--- config.mk ---
export PLATFORM = sky130hd
export DESIGN_NAME = fdm_mac
export DESIGN_NICKNAME = d
export VERILOG_FILES = /design/src/design/fdm_pkg.sv /design/src/design/fdm_mac.sv
export SDC_FILE = /design/constraint.sdc
export NUM_CORES = 1
export LEC_CHECK = 0
export ABC_AREA = 0
export BUFFER_PORTS_ARGS = -buffer_cell sky130_fd_sc_hd__buf_2
export CAP_MARGIN = 5
export CELL_PAD_IN_SITES_DETAIL_PLACEMENT = 1
export CELL_PAD_IN_SITES_GLOBAL_PLACEMENT = 1
export CORE_MARGIN = 10
export CORE_UTILIZATION = 50
export DETAILED_ROUTE_END_ITERATION = 12
export HOLD_SLACK_MARGIN = 0.02
export PLACE_DENSITY_LB_ADDON = 0.1
export SYNTH_ARGS = -nofsm -noshare
export SYNTH_HDL_FRONTEND = slang
export SYNTH_SLANG_ARGS = --single-unit
--- constraint.sdc ---
create_clock -name clk -period 14.1 [get_ports clk]
set_input_delay 3.525 -clock clk [delete_from_list [all_inputs] [get_ports clk]]
set_output_delay 3.525 -clock clk [all_outputs]
set_load 0.02 [all_outputs]
--- src/design/fdm_pkg.sv ---
// shared types and constants of the feedback delay mix block
package fdm_pkg;

  localparam int MAX_DELAY_DEF    = 131072;
  localparam int SAMPLE_WIDTH_DEF = 16;

  localparam int CFG_IDX_W  = 2;
  localparam int CFG_DATA_W = 18;
  localparam int LEN_FIELD_W = 18;
  localparam int GAIN_W     = 16;
  localparam int COEF_W     = 17;

  localparam int FB_FRAC  = 16;
  localparam int MIX_FRAC = 15;

  localparam int LEN_RESET = 14400;
  localparam logic [GAIN_W-1:0] FB_RESET  = 16'd19661;
  localparam logic [GAIN_W-1:0] MIX_RESET = 16'd16384;
  localparam logic [GAIN_W-1:0] FB_LIMIT  = 16'd58982;
  localparam logic [COEF_W-1:0] MIX_ONE   = 17'd32768;

  typedef enum logic [CFG_IDX_W-1:0] {
    REG_DELAY_LENGTH  = 2'd0,
    REG_FEEDBACK_GAIN = 2'd1,
    REG_WET_MIX       = 2'd2
  } fdm_reg_t;

  typedef enum logic [2:0] {
    S_IDLE,
    S_FETCH,
    S_WET,
    S_MIX,
    S_DONE
  } fdm_state_t;

  // en: load the accumulator this cycle, acc: add the product instead of replacing
  typedef struct packed {
    logic en;
    logic acc;
  } fdm_mac_op_t;

endpackage

--- src/design/fdm_mac.sv ---
// shared multiply-accumulate unit: sample times unsigned coefficient
module fdm_mac #(
  parameter int SAMPLE_WIDTH = fdm_pkg::SAMPLE_WIDTH_DEF
) (
  input  logic                                              clk,
  input  logic signed [SAMPLE_WIDTH-1:0]                    a,
  input  logic [fdm_pkg::COEF_W-1:0]                        b,
  input  fdm_pkg::fdm_mac_op_t                              op,
  output logic signed [SAMPLE_WIDTH+fdm_pkg::COEF_W:0]      acc
);

  localparam int ACC_W = SAMPLE_WIDTH + fdm_pkg::COEF_W + 1;

  logic signed [ACC_W-1:0] prod;
  logic signed [ACC_W-1:0] acc_r;
  logic signed [ACC_W-1:0] acc_nxt;

  assign prod    = a * $signed({1'b0, b});
  assign acc_nxt = op.acc ? acc_r + prod : prod;

  always_ff @(posedge clk) begin
    if (op.en) begin
      acc_r <= acc_nxt;
    end
  end

  assign acc = acc_r;

endmodule

=== Word level (Yosys, flattened, before mapping) ===
Cells that the tools add are included.

* $add $sub $neg: 1
* Multiply operators: 1
* Multiplexer cells: 1

{| class="wikitable"
|+ Operators with widths
! kind !! number
|-
| adder 34 bit || 1
|-
| multiplier 16 x 18 -> 34 bit || 1
|-
| 2-to-1 mux 34 bit || 1
|}

* Register bits after elaboration: 34
* Input port bits: 36
* Output and inout bits: 34
* Logic and storage cells: 4

=== Logic depth before layout (Yosys ltp) ===
Gate-level depths: netlist of run 1.

* Word-level depth: 3
* Gate-level depth with buffers: 33

=== Worst setup path after synthesis of run 1 ===
OpenSTA, ideal clock, no wires.

* Path type: input port to flip-flop
* From: in a[7]
* To: reg acc_r[30], in the netlist acc[30], data pin
* Data arrival time: 10618 ps
* Required time: 13840 ps
* Slack: 3222 ps
* Stages on the path: 30
* Path buffers: 2
* Path through: clkbuf_1 -> clkbuf_1 -> nand2_1 -> fa_1 -> inv_1 -> fa_1 -> inv_1 -> fa_1 -> inv_1 -> fa_1 -> fa_1 -> inv_1 -> fa_1 -> inv_1 -> ha_1 -> or3_1 -> o21ai_1 -> o21ai_1 -> a21o_1 -> a21oi_1 -> xnor2_1 -> ha_1 -> and4_4 -> and3_1 -> and3_1 -> a221o_1 -> a221oi_4 -> o21ai_1 -> xor2_1 -> mux2_2

* Cells in the longest elaborated chain, start to end: 3

{| class="wikitable"
|+ Ends and longest elaborated chain
! item !! RTL line !! text
|-
| from (decl) || fdm_mac.sv:6 || <nowiki>input logic signed [SAMPLE_WIDTH-1:0] a,</nowiki>
|-
| multiplier 16 x 18 -> 34 bit (*) || fdm_mac.sv:18 || <nowiki>assign prod = a * $signed({1'b0, b});</nowiki>
|-
| adder 34 bit || fdm_mac.sv:19 || <nowiki>assign acc_nxt = op.acc ? acc_r + prod : prod;</nowiki>
|-
| 2-to-1 mux 34 bit (*) || fdm_mac.sv:19 ||
|-
| via acc_nxt[30] || fdm_mac.sv:16 || <nowiki>logic signed [ACC_W-1:0] acc_nxt;</nowiki>
|-
| to (signal assigned) || fdm_mac.sv:23 || <nowiki>acc_r <= acc_nxt;</nowiki>
|-
| to (decl) || fdm_mac.sv:15 || <nowiki>logic signed [ACC_W-1:0] acc_r;</nowiki>
|}

Mark *: on every way through the listed nets, which the timed path passes. The rest lies on a longest branch.
A chain may end at the register's enable or synchronous reset.

=== Worst setup path in the final report of run 1 ===
* From: in a[1]
* To: reg acc_r[25], in the netlist acc[25], data pin

Same word-level chain as after synthesis.

==> tab_implementation.tex, run 1 <==
\begin{tabular}{lr}
\hline
Metric & Value \\
\hline
\multicolumn{2}{l}{\textbf{Yosys}} \\
Post-synth ARST share & 0\% \\
Sequential cell area fraction in the yosys report & 8.20\% \\
Top-area cell type share of the netlist area & 33.6\% \\
Leading cell types by count after synthesis & sky130\_fd\_sc\_hd\_\_inv\_1 (274), sky130\_fd\_sc\_hd\_\_fa\_1 (209), sky130\_fd\_sc\_hd\_\_nand2\_1 (174), sky130\_fd\_sc\_hd\_\_ha\_1 (158), sky130\_fd\_sc\_hd\_\_and2\_1 (121) \\
Warning count from the yosys run & 0 \\
Most used flip-flop cell after synthesis & sky130\_fd\_sc\_hd\_\_edfxtp\_1 \\
Post-Syn Area & 12500 um2 \\
Mapped Nets & 1806 \\
Post-synthesis xor/xnor area fraction & 3.87\% \\
Share of synthesized cell area in and, or, nand and nor gates & around 16\% \\
Compound-Gate Fraction of Synth Area & 11.6\% \\
Dominant cells by area after synthesis & sky130\_fd\_sc\_hd\_\_fa\_1 (34\%), sky130\_fd\_sc\_hd\_\_ha\_1 (16\%), sky130\_fd\_sc\_hd\_\_inv\_1 (8.3\%) \\
Number of enable-type register cells in the synthesized netlist & 34 \\
Dominant cell by count in the synthesized netlist & sky130\_fd\_sc\_hd\_\_inv\_1 \\
Main combinational cell family by area after synthesis & adder cells \\
Share of cell area taken by muxes after synthesis & 1.35\% \\
Synth Area per Inst & 8.88 um2 \\
Number of instances in the synthesized netlist & 1403 \\
Flip-flop and latch count after synthesis & 34 \\
Synth cell types & 66 \\
Adder-cell area share of the yosys netlist & between 40 and 50\% \\
Most area-hungry cell type in the Yosys netlist & sky130\_fd\_sc\_hd\_\_fa\_1 \\
\multicolumn{2}{l}{\textbf{Floorplanning}} \\
Cell Rows & 57 \\
Y dimension of the die & 178 um \\
Starting density of the core & about 51\% \\
DIE WIDTH & roughly 180 um \\
Die area & 31600 um2 \\
I/O pin count & 70 \\
Core region area & 24400 um2 \\
\multicolumn{2}{l}{\textbf{Global route}} \\
Global-route wire length before repair & 56.9 mm \\
Number of antenna violations at the first check in global routing & 0 \\
Total global routing track utilization & 22.3\% \\
Pin count of the biggest net entering global routing & 35 \\
Vias in the first global route & 11113 \\
Overall overflow remaining after global route & 0 \\
\multicolumn{2}{l}{\textbf{Finish}} \\
Final \#Nets & 1837 \\
Layout cell share with drive strength beyond 1 & under 10\% \\
Number of flip-flops in the largest register & 34 \\
Synth-to-Final Area Change & 5.70\% \\
Antenna diode count & 0 \\
\multicolumn{2}{l}{\textbf{Placement}} \\
Input/output buffers & just under 70 \\
Final Wtd Congestion & 0.867 \\
DP Wirelength & 28.1 mm \\
\multicolumn{2}{l}{\textbf{Clock tree}} \\
CTS buffer count & 5 \\
CTS clk-pin slew, worst paths & 60 ps \\
Clock tree from TritonCTS & yes \\
Maximum clock insertion buffer count & 2 \\
Clock tree root driver cell & sky130\_fd\_sc\_hd\_\_clkbuf\_16 \\
H-tree level count & 2 \\
Worst-Skew Late Latency & 290 ps \\
Number of sinks driven by the clock tree & 34 \\
\# hold bufs at CTS & 0 \\
Post-CTS sizing & 0 \\
Post-CTS repair timing setup buffer count & 0 \\
\multicolumn{2}{l}{\textbf{Setup path}} \\
CP most frequent cell & sky130\_fd\_sc\_hd\_\_fa\_1 \\
Nature of the critical path endpoint & register \\
Worst-path fanout max & 17 \\
Arr. time, crit path & 11350 ps \\
Slowest cell on the critical path & sky130\_fd\_sc\_hd\_\_a2111oi\_0 \\
Crit-path max cell delay & 650 ps \\
CP required & 14140 ps \\
Worst reg-to-reg setup slack & 10510 ps \\
Crit start category & input pin \\
Type of the worst setup path & in -> reg \\
\multicolumn{2}{l}{\textbf{Timing}} \\
Sum of negative setup slack & 0 ps \\
Max-slew violations & 0 \\
Setup-violating endpoint count in the final report & 0 \\
Pin slew with the least headroom to its limit & 854 ps \\
Worst setup skew after layout & 5.78 ps \\
Unrepaired setup endpoints after global routing & no \\
Headroom to the max-slew limit & 43.1\% \\
Fraction of the cycle the final worst path needs & 80.3\% \\
Maximum operating frequency & 88.4 MHz \\
Number of failing hold endpoints at the final stage & 0 \\
Period minus WS final & 11320 ps \\
\multicolumn{2}{l}{\textbf{Route}} \\
DRC violation count after routing & 0 \\
Total vias in the final route & 9817 \\
Average vias per placed instance & around 5.6 \\
Routed length per instance & 19.5 um \\
Count of nets left with antenna violations after detail routing & 0 \\
Initial drt markers & 462 \\
Number of detailed-routing iterations run before antenna repair & 5 \\
Total routed wirelength & around 34 mm \\
\multicolumn{2}{l}{\textbf{Run status}} \\
Outcome & finished, final reports clean \\
\multicolumn{2}{l}{\textbf{Worst hold path}} \\
Hold Crit Class & reg -> reg \\
\multicolumn{2}{l}{\textbf{Flow run}} \\
Maximum Capacitance Violations & 0 \\
\hline
\end{tabular}
-- logic make-up after synthesis --
family	after synthesis
compound gates	211
simple gates	399
xor+xnor	55
buf+inv	322
mux	15
fa+ha+maj	367
flops	34
-- metal layers --
layer  global-route usage (%)  vias to the layer above  part of all wire [%]
met5                        0                        -                     0
met1                     27.0                     5072                    41
li1                         -                     4508                     -
met4                     4.69                        0                   2.1
met3                     2.46                       53                   3.1
met2                     41.7                      184                    54
-- cell type report --
type	instances	area, um2
tap	324	405
multi-input combinational	1047	10200
clock inverter	3	16.3
clock buffer	5	125
timing repair buffer	70	353
fill	2896	11200
inverter	276	1040
sequential	34	1020
-- stage by stage --
| step | hold WS [ps] | cells | worst slack (ps) | cell area, um2 | utilization (%) |
|---|---|---|---|---|---|
| 2_1_floorplan | 830 | 1403 | 3220 | 12500 | - |
| 3_3_place_gp | 733 | 1751 | 2720 | 13000 | 53.4 |
| 3_5_place_dp | 753 | 1751 | 2600 | 13000 | 53.4 |
| 4_1_cts | 768 | 1759 | 2780 | 13200 | 54.0 |
| 5_1_grt | 781 | 1759 | 2260 | 13200 | 54.0 |
| 6_report | 770 | 1759 | 2780 | 13200 | 54.0 |
-- worst paths after layout --
| check | from | cells past startpoint | endpoint |
|---|---|---|---|
| setup / recovery | a[1] | 30 | acc[25]$_DFFE_PP_ |
| hold / removal | acc[0]$_DFFE_PP_ | 2 | acc[0]$_DFFE_PP_ |
| setup reg to reg | acc[0]$_DFFE_PP_ | 11 | acc[26]$_DFFE_PP_ |
| hold reg to reg | acc[0]$_DFFE_PP_ | 2 | acc[0]$_DFFE_PP_ |
-- critical path, delay by kind of cell --
kind            cells  cell delay, ps
fa+ha+maj           8            3790
compound gates      9            1920
simple gates        5            1090
mux                 1             260
buf+inv             5             530
xor+xnor            2             240
-- placed cells by master, fill, tap and decap left out, types with 7 or more instances in the layout --
master / Yosys / final
sky130_fd_sc_hd__a211oi_1: 7 / 7
sky130_fd_sc_hd__o21ai_0: 31 / 31
sky130_fd_sc_hd__a21oi_1: 50 / 50
sky130_fd_sc_hd__inv_1: 274 / 274
sky130_fd_sc_hd__xnor2_1: 35 / 35
sky130_fd_sc_hd__buf_2: 1 / 69
sky130_fd_sc_hd__nand3_1: 9 / 9
sky130_fd_sc_hd__and3_1: 7 / 7
sky130_fd_sc_hd__xor2_1: 20 / 20
sky130_fd_sc_hd__o21bai_1: 8 / 8
sky130_fd_sc_hd__a21o_1: 36 / 36
sky130_fd_sc_hd__nand2_1: 174 / 174
sky130_fd_sc_hd__nor2_1: 43 / 43
sky130_fd_sc_hd__o21a_1: 9 / 9
sky130_fd_sc_hd__fa_1: 209 / 209
sky130_fd_sc_hd__and2_1: 121 / 121
sky130_fd_sc_hd__ha_1: 158 / 158
sky130_fd_sc_hd__o21ai_1: 15 / 15
sky130_fd_sc_hd__edfxtp_1: 34 / 34
sky130_fd_sc_hd__mux2_2: 13 / 13
sky130_fd_sc_hd__nand2b_1: 15 / 15
Power of run 1 is left out: the tool's default activity adds up to more than one toggle a clock period on the data nets, which glitch-free logic cannot reach.
==> run 2: changes to the inputs <==
--- a/config.mk
+++ b/config.mk
@@ -5,13 +5,13 @@
 export SDC_FILE = /design/constraint.sdc
 export NUM_CORES = 1
 export LEC_CHECK = 0
-export ABC_AREA = 0
+export ABC_AREA = 1
 export BUFFER_PORTS_ARGS = -buffer_cell sky130_fd_sc_hd__buf_2
 export CAP_MARGIN = 5
 export CELL_PAD_IN_SITES_DETAIL_PLACEMENT = 1
 export CELL_PAD_IN_SITES_GLOBAL_PLACEMENT = 1
 export CORE_MARGIN = 10
-export CORE_UTILIZATION = 50
+export CORE_UTILIZATION = 48
 export DETAILED_ROUTE_END_ITERATION = 12
 export HOLD_SLACK_MARGIN = 0.02
 export PLACE_DENSITY_LB_ADDON = 0.1
==> constraint.sdc (replaced) <==
create_clock -name clk -period 11.9 [get_ports clk]
set_input_delay 2.975 -clock clk [delete_from_list [all_inputs] [get_ports clk]]
set_output_delay 2.975 -clock clk [all_outputs]
set_load 0.02 [all_outputs]
==> run 2 against run 1 <==
- global-route usage rose by 1.7 points
- critical endpoint is now acc[28]$_DFFE_PP_
- synthesized area rose by 9.2%
- cell area increased by 9.2%
- largest cell class unchanged
==> tab_implementation.tex, run 2 <==
\begin{tabular}{lr}
\hline
Metric & Value \\
\hline
\multicolumn{2}{l}{\textbf{Clock tree}} \\
\# hold bufs at CTS & 0 (unchanged) \\
H-tree level count & 2 (unchanged) \\
Number of sinks driven by the clock tree & 34 (unchanged) \\
CTS buffer count & 5 (unchanged) \\
Clock tree root driver cell & sky130\_fd\_sc\_hd\_\_clkbuf\_16 (unchanged) \\
Post-CTS sizing & 0 (unchanged) \\
Post-CTS repair timing setup buffer count & 0 (unchanged) \\
CTS clk-pin slew, worst paths & 60 ps (about the same) \\
Worst-Skew Late Latency & 290 ps (about the same) \\
Clock tree from TritonCTS & yes (unchanged) \\
Maximum clock insertion buffer count & 2 (unchanged) \\
\multicolumn{2}{l}{\textbf{Timing}} \\
Sum of negative setup slack & 0 ps (unchanged) \\
Max-slew violations & 0 (unchanged) \\
Fraction of the cycle the final worst path needs & slightly above 80\% \\
Number of failing hold endpoints at the final stage & 0 (unchanged) \\
Setup-violating endpoint count in the final report & 0 (unchanged) \\
Unrepaired setup endpoints after global routing & no (unchanged) \\
Headroom to the max-slew limit & 38.7\% (was 43.1\%) \\
Period minus WS final & 9900 ps \\
Maximum operating frequency & 101 MHz \\
Worst path setup slack after routing & 2000 ps (was 2780 ps) \\
Pin slew with the least headroom to its limit & 920 ps (was 854 ps) \\
Worst setup skew after layout & 6.11 ps (was 5.78 ps) \\
\multicolumn{2}{l}{\textbf{Yosys}} \\
Dominant cell by count in the synthesized netlist & sky130\_fd\_sc\_hd\_\_nand2\_1 (was sky130\_fd\_sc\_hd\_\_inv\_1) \\
Number of enable-type register cells in the synthesized netlist & 34 (unchanged) \\
Flip-flop and latch count after synthesis & 34 (unchanged) \\
Compound-Gate Fraction of Synth Area & 5.99\% (was 11.6\%) \\
Most used flip-flop cell after synthesis & sky130\_fd\_sc\_hd\_\_edfxtp\_1 (unchanged) \\
Most area-hungry cell type in the Yosys netlist & sky130\_fd\_sc\_hd\_\_fa\_1 (unchanged) \\
Leading cell types by count after synthesis & sky130\_fd\_sc\_hd\_\_nand2\_1 (541), sky130\_fd\_sc\_hd\_\_inv\_1 (494), sky130\_fd\_sc\_hd\_\_fa\_1 (209), sky130\_fd\_sc\_hd\_\_ha\_1 (158), sky130\_fd\_sc\_hd\_\_nor2\_1 (97) (was sky130\_fd\_sc\_hd\_\_inv\_1 (274), sky130\_fd\_sc\_hd\_\_fa\_1 (209), sky130\_fd\_sc\_hd\_\_nand2\_1 (174), sky130\_fd\_sc\_hd\_\_ha\_1 (158), sky130\_fd\_sc\_hd\_\_and2\_1 (121)) \\
Post-synth ARST share & 0\% (unchanged) \\
Share of synthesized cell area in and, or, nand and nor gates & 23.9\% (was 15.7\%) \\
Share of cell area taken by muxes after synthesis & 0\% (was 1.35\%) \\
Main combinational cell family by area after synthesis & adder cells (unchanged) \\
Warning count from the yosys run & 0 (unchanged) \\
Post-synthesis xor/xnor area fraction & 1.79\% (was 3.87\%) \\
Mapped Nets & 2316 (was 1806) \\
Sequential cell area fraction in the yosys report & 7.51\% (was 8.20\%) \\
Synth Area per Inst & 7.11 um2 (was 8.88 um2) \\
Synth cell types & 44 (was 66) \\
Number of instances in the synthesized netlist & 1913 (was 1403) \\
Post-Syn Area & 13600 um2 (was 12500 um2) \\
Adder-cell area share of the yosys netlist & 45.3\% (was 49.5\%) \\
Top-area cell type share of the netlist area & 30.8\% (was 33.6\%) \\
Dominant cells by area after synthesis & sky130\_fd\_sc\_hd\_\_fa\_1 (31\%), sky130\_fd\_sc\_hd\_\_nand2\_1 (15\%), sky130\_fd\_sc\_hd\_\_ha\_1 (15\%) (was sky130\_fd\_sc\_hd\_\_fa\_1 (34\%), sky130\_fd\_sc\_hd\_\_ha\_1 (16\%), sky130\_fd\_sc\_hd\_\_inv\_1 (8.3\%)) \\
\multicolumn{2}{l}{\textbf{Route}} \\
Initial drt markers & 496 (was 462) \\
Total vias in the final route & 11967 (was 9817) \\
Routed length per instance & 17.8 um (was 19.5 um) \\
DRC violation count after routing & 0 (unchanged) \\
Number of detailed-routing iterations run before antenna repair & 5 (unchanged) \\
Total routed wirelength & 41.0 mm (was 34.3 mm) \\
Count of nets left with antenna violations after detail routing & 0 (unchanged) \\
Average vias per placed instance & 5.19 (was 5.58) \\
\multicolumn{2}{l}{\textbf{Global route}} \\
Pin count of the biggest net entering global routing & 42 (was 35) \\
Overall overflow remaining after global route & 0 (unchanged) \\
Global-route wire length before repair & 69.7 mm (was 56.9 mm) \\
Total global routing track utilization & 24.0\% (was 22.3\%) \\
Number of antenna violations at the first check in global routing & 0 (unchanged) \\
Vias in the first global route & 13608 (was 11113) \\
\multicolumn{2}{l}{\textbf{Setup path}} \\
Arr. time, crit path & 9940 ps (was 11350 ps) \\
Crit-path max cell delay & 510 ps (was 650 ps) \\
Crit start category & input pin (unchanged) \\
Slowest cell on the critical path & sky130\_fd\_sc\_hd\_\_fa\_1 (was sky130\_fd\_sc\_hd\_\_a2111oi\_0) \\
Worst reg-to-reg setup slack & 9340 ps (was 10510 ps) \\
Worst setup path startpoint & a[15] (was a[1]) \\
Worst Reg2Reg Path Length in Cells & 11 (unchanged) \\
Launch point of the worst reg-to-reg path & acc[0]\$\_DFFE\_PP\_ (unchanged) \\
Type of the worst setup path & in -> reg (unchanged) \\
Worst-path fanout max & 18 (was 17) \\
CP required & 11950 ps (was 14140 ps) \\
End of the worst register-to-register path & acc[14]\$\_DFFE\_PP\_ (was acc[26]\$\_DFFE\_PP\_) \\
Nature of the critical path endpoint & register (unchanged) \\
\multicolumn{2}{l}{\textbf{Finish}} \\
Commonest cells after routing, fill and taps aside & sky130\_fd\_sc\_hd\_\_nand2\_1 (541), sky130\_fd\_sc\_hd\_\_inv\_1 (494), sky130\_fd\_sc\_hd\_\_fa\_1 (209) (was sky130\_fd\_sc\_hd\_\_inv\_1 (274), sky130\_fd\_sc\_hd\_\_fa\_1 (209), sky130\_fd\_sc\_hd\_\_nand2\_1 (174)) \\
Final core area utilization & 51.6\% (was 54.0\%) \\
Final \#Nets & 2330 (was 1837) \\
Number of flip-flops in the largest register & 34 (unchanged) \\
Layout cell share with drive strength beyond 1 & 5.81\% (was 7.25\%) \\
Antenna diode count & 0 (unchanged) \\
Most common library cell in the layout ignoring fill and taps & sky130\_fd\_sc\_hd\_\_nand2\_1 (was sky130\_fd\_sc\_hd\_\_inv\_1) \\
Final std cell area, no fill & 14400 um2 (was 13200 um2) \\
Synth-to-Final Area Change & 5.70\% (about the same) \\
\multicolumn{2}{l}{\textbf{Worst hold path}} \\
Endpoint of the worst hold-timing path & acc[0]\$\_DFFE\_PP\_ (unchanged) \\
Worst hold path depth & 3 (was 2) \\
Hold Crit Class & reg -> reg (unchanged) \\
Launch point of the worst hold path & acc[0]\$\_DFFE\_PP\_ (unchanged) \\
\multicolumn{2}{l}{\textbf{Placement}} \\
Final Wtd Congestion & 0.901 (was 0.867) \\
DP Wirelength & 34.8 mm (was 28.1 mm) \\
Input/output buffers & 69 (unchanged) \\
Cell area reported after detailed placement & 14200 um2 (was 13000 um2) \\
Pre-CTS setup slack & 1730 ps (was 2600 ps) \\
\multicolumn{2}{l}{\textbf{Floorplanning}} \\
Cell Rows & 61 (was 57) \\
I/O pin count & 70 (unchanged) \\
Y dimension of the die & 188 um (was 178 um) \\
Core region area & 27900 um2 (was 24400 um2) \\
DIE WIDTH & 188 um (was 178 um) \\
Starting density of the core & 48.8\% (was 51.1\%) \\
Die area & 35500 um2 (was 31600 um2) \\
\multicolumn{2}{l}{\textbf{Run status}} \\
Outcome & finished, final reports clean (unchanged) \\
\multicolumn{2}{l}{\textbf{Flow run}} \\
Maximum Capacitance Violations & 0 (unchanged) \\
\hline
\end{tabular}
## run 2: cell types whose count changed after synthesis, moves of 13 or more
cell and delta:
sky130_fd_sc_hd__nand2_1 +367, sky130_fd_sc_hd__inv_1 +220, sky130_fd_sc_hd__and2_1 -107, sky130_fd_sc_hd__nand3_1 +62, sky130_fd_sc_hd__nor2_1 +54, sky130_fd_sc_hd__a21o_1 -26
sky130_fd_sc_hd__xnor2_1 -23, sky130_fd_sc_hd__clkbuf_1 +22, sky130_fd_sc_hd__a21oi_1 +16, sky130_fd_sc_hd__nand2b_1 -15, sky130_fd_sc_hd__mux2_2 -13
## run 2: how the worst max path moves through the flow
stage / end / slack, ps / cells after the start
after CTS: acc[33]$_DFFE_PP_ / 2000 / 31
after global placement: acc[31]$_DFFE_PP_ / 1860 / 29
after detailed placement: acc[33]$_DFFE_PP_ / 1730 / 31
final: acc[28]$_DFFE_PP_ / 2000 / 30
after global routing: acc[33]$_DFFE_PP_ / 1500 / 31
after floorplan: acc[33]$_DFFE_PP_ / 2500 / 32
## run 2: stage by stage
| stage | cells | hold slack, ps |
|---|---|---|
| 2_1_floorplan | 1913 | 800 |
| 6_report | 2306 | 699 |
| 3_5_place_dp | 2298 | 693 |
| 5_1_grt | 2306 | 744 |
| 3_3_place_gp | 2298 | 657 |
| 4_1_cts | 2306 | 710 |
## run 2: logic make-up after synthesis
family | after synthesis
simple gates | 785
flops | 34
compound gates | 140
buf+inv | 560
xor+xnor | 27
fa+ha+maj | 367
## run 2: area by class of cell
class	count	area, um2
clock buffer	5	125
sequential	34	1020
timing repair buffer	70	353
fill	3661	13500
inverter	497	1870
multi-input combinational	1319	10500
clock inverter	3	63.8
tap	378	473
## run 2: layer usage
layer | wire length, um | GRT usage [%] | part of all wire [%]
met5 | 0 | 0 | 0
met4 | 1030 | 6.81 | 2.5
met3 | 1410 | 1.75 | 3.4
met2 | 20600 | 43.4 | 50
met1 | 18000 | 30.0 | 44
## run 2: critical path, delay by kind of cell
kind / cells / cell delay, ps
fa+ha+maj: 8 / 3600
simple gates: 12 / 1710
compound gates: 4 / 830
buf+inv: 6 / 810
Power of run 2 is left out for the same reason.
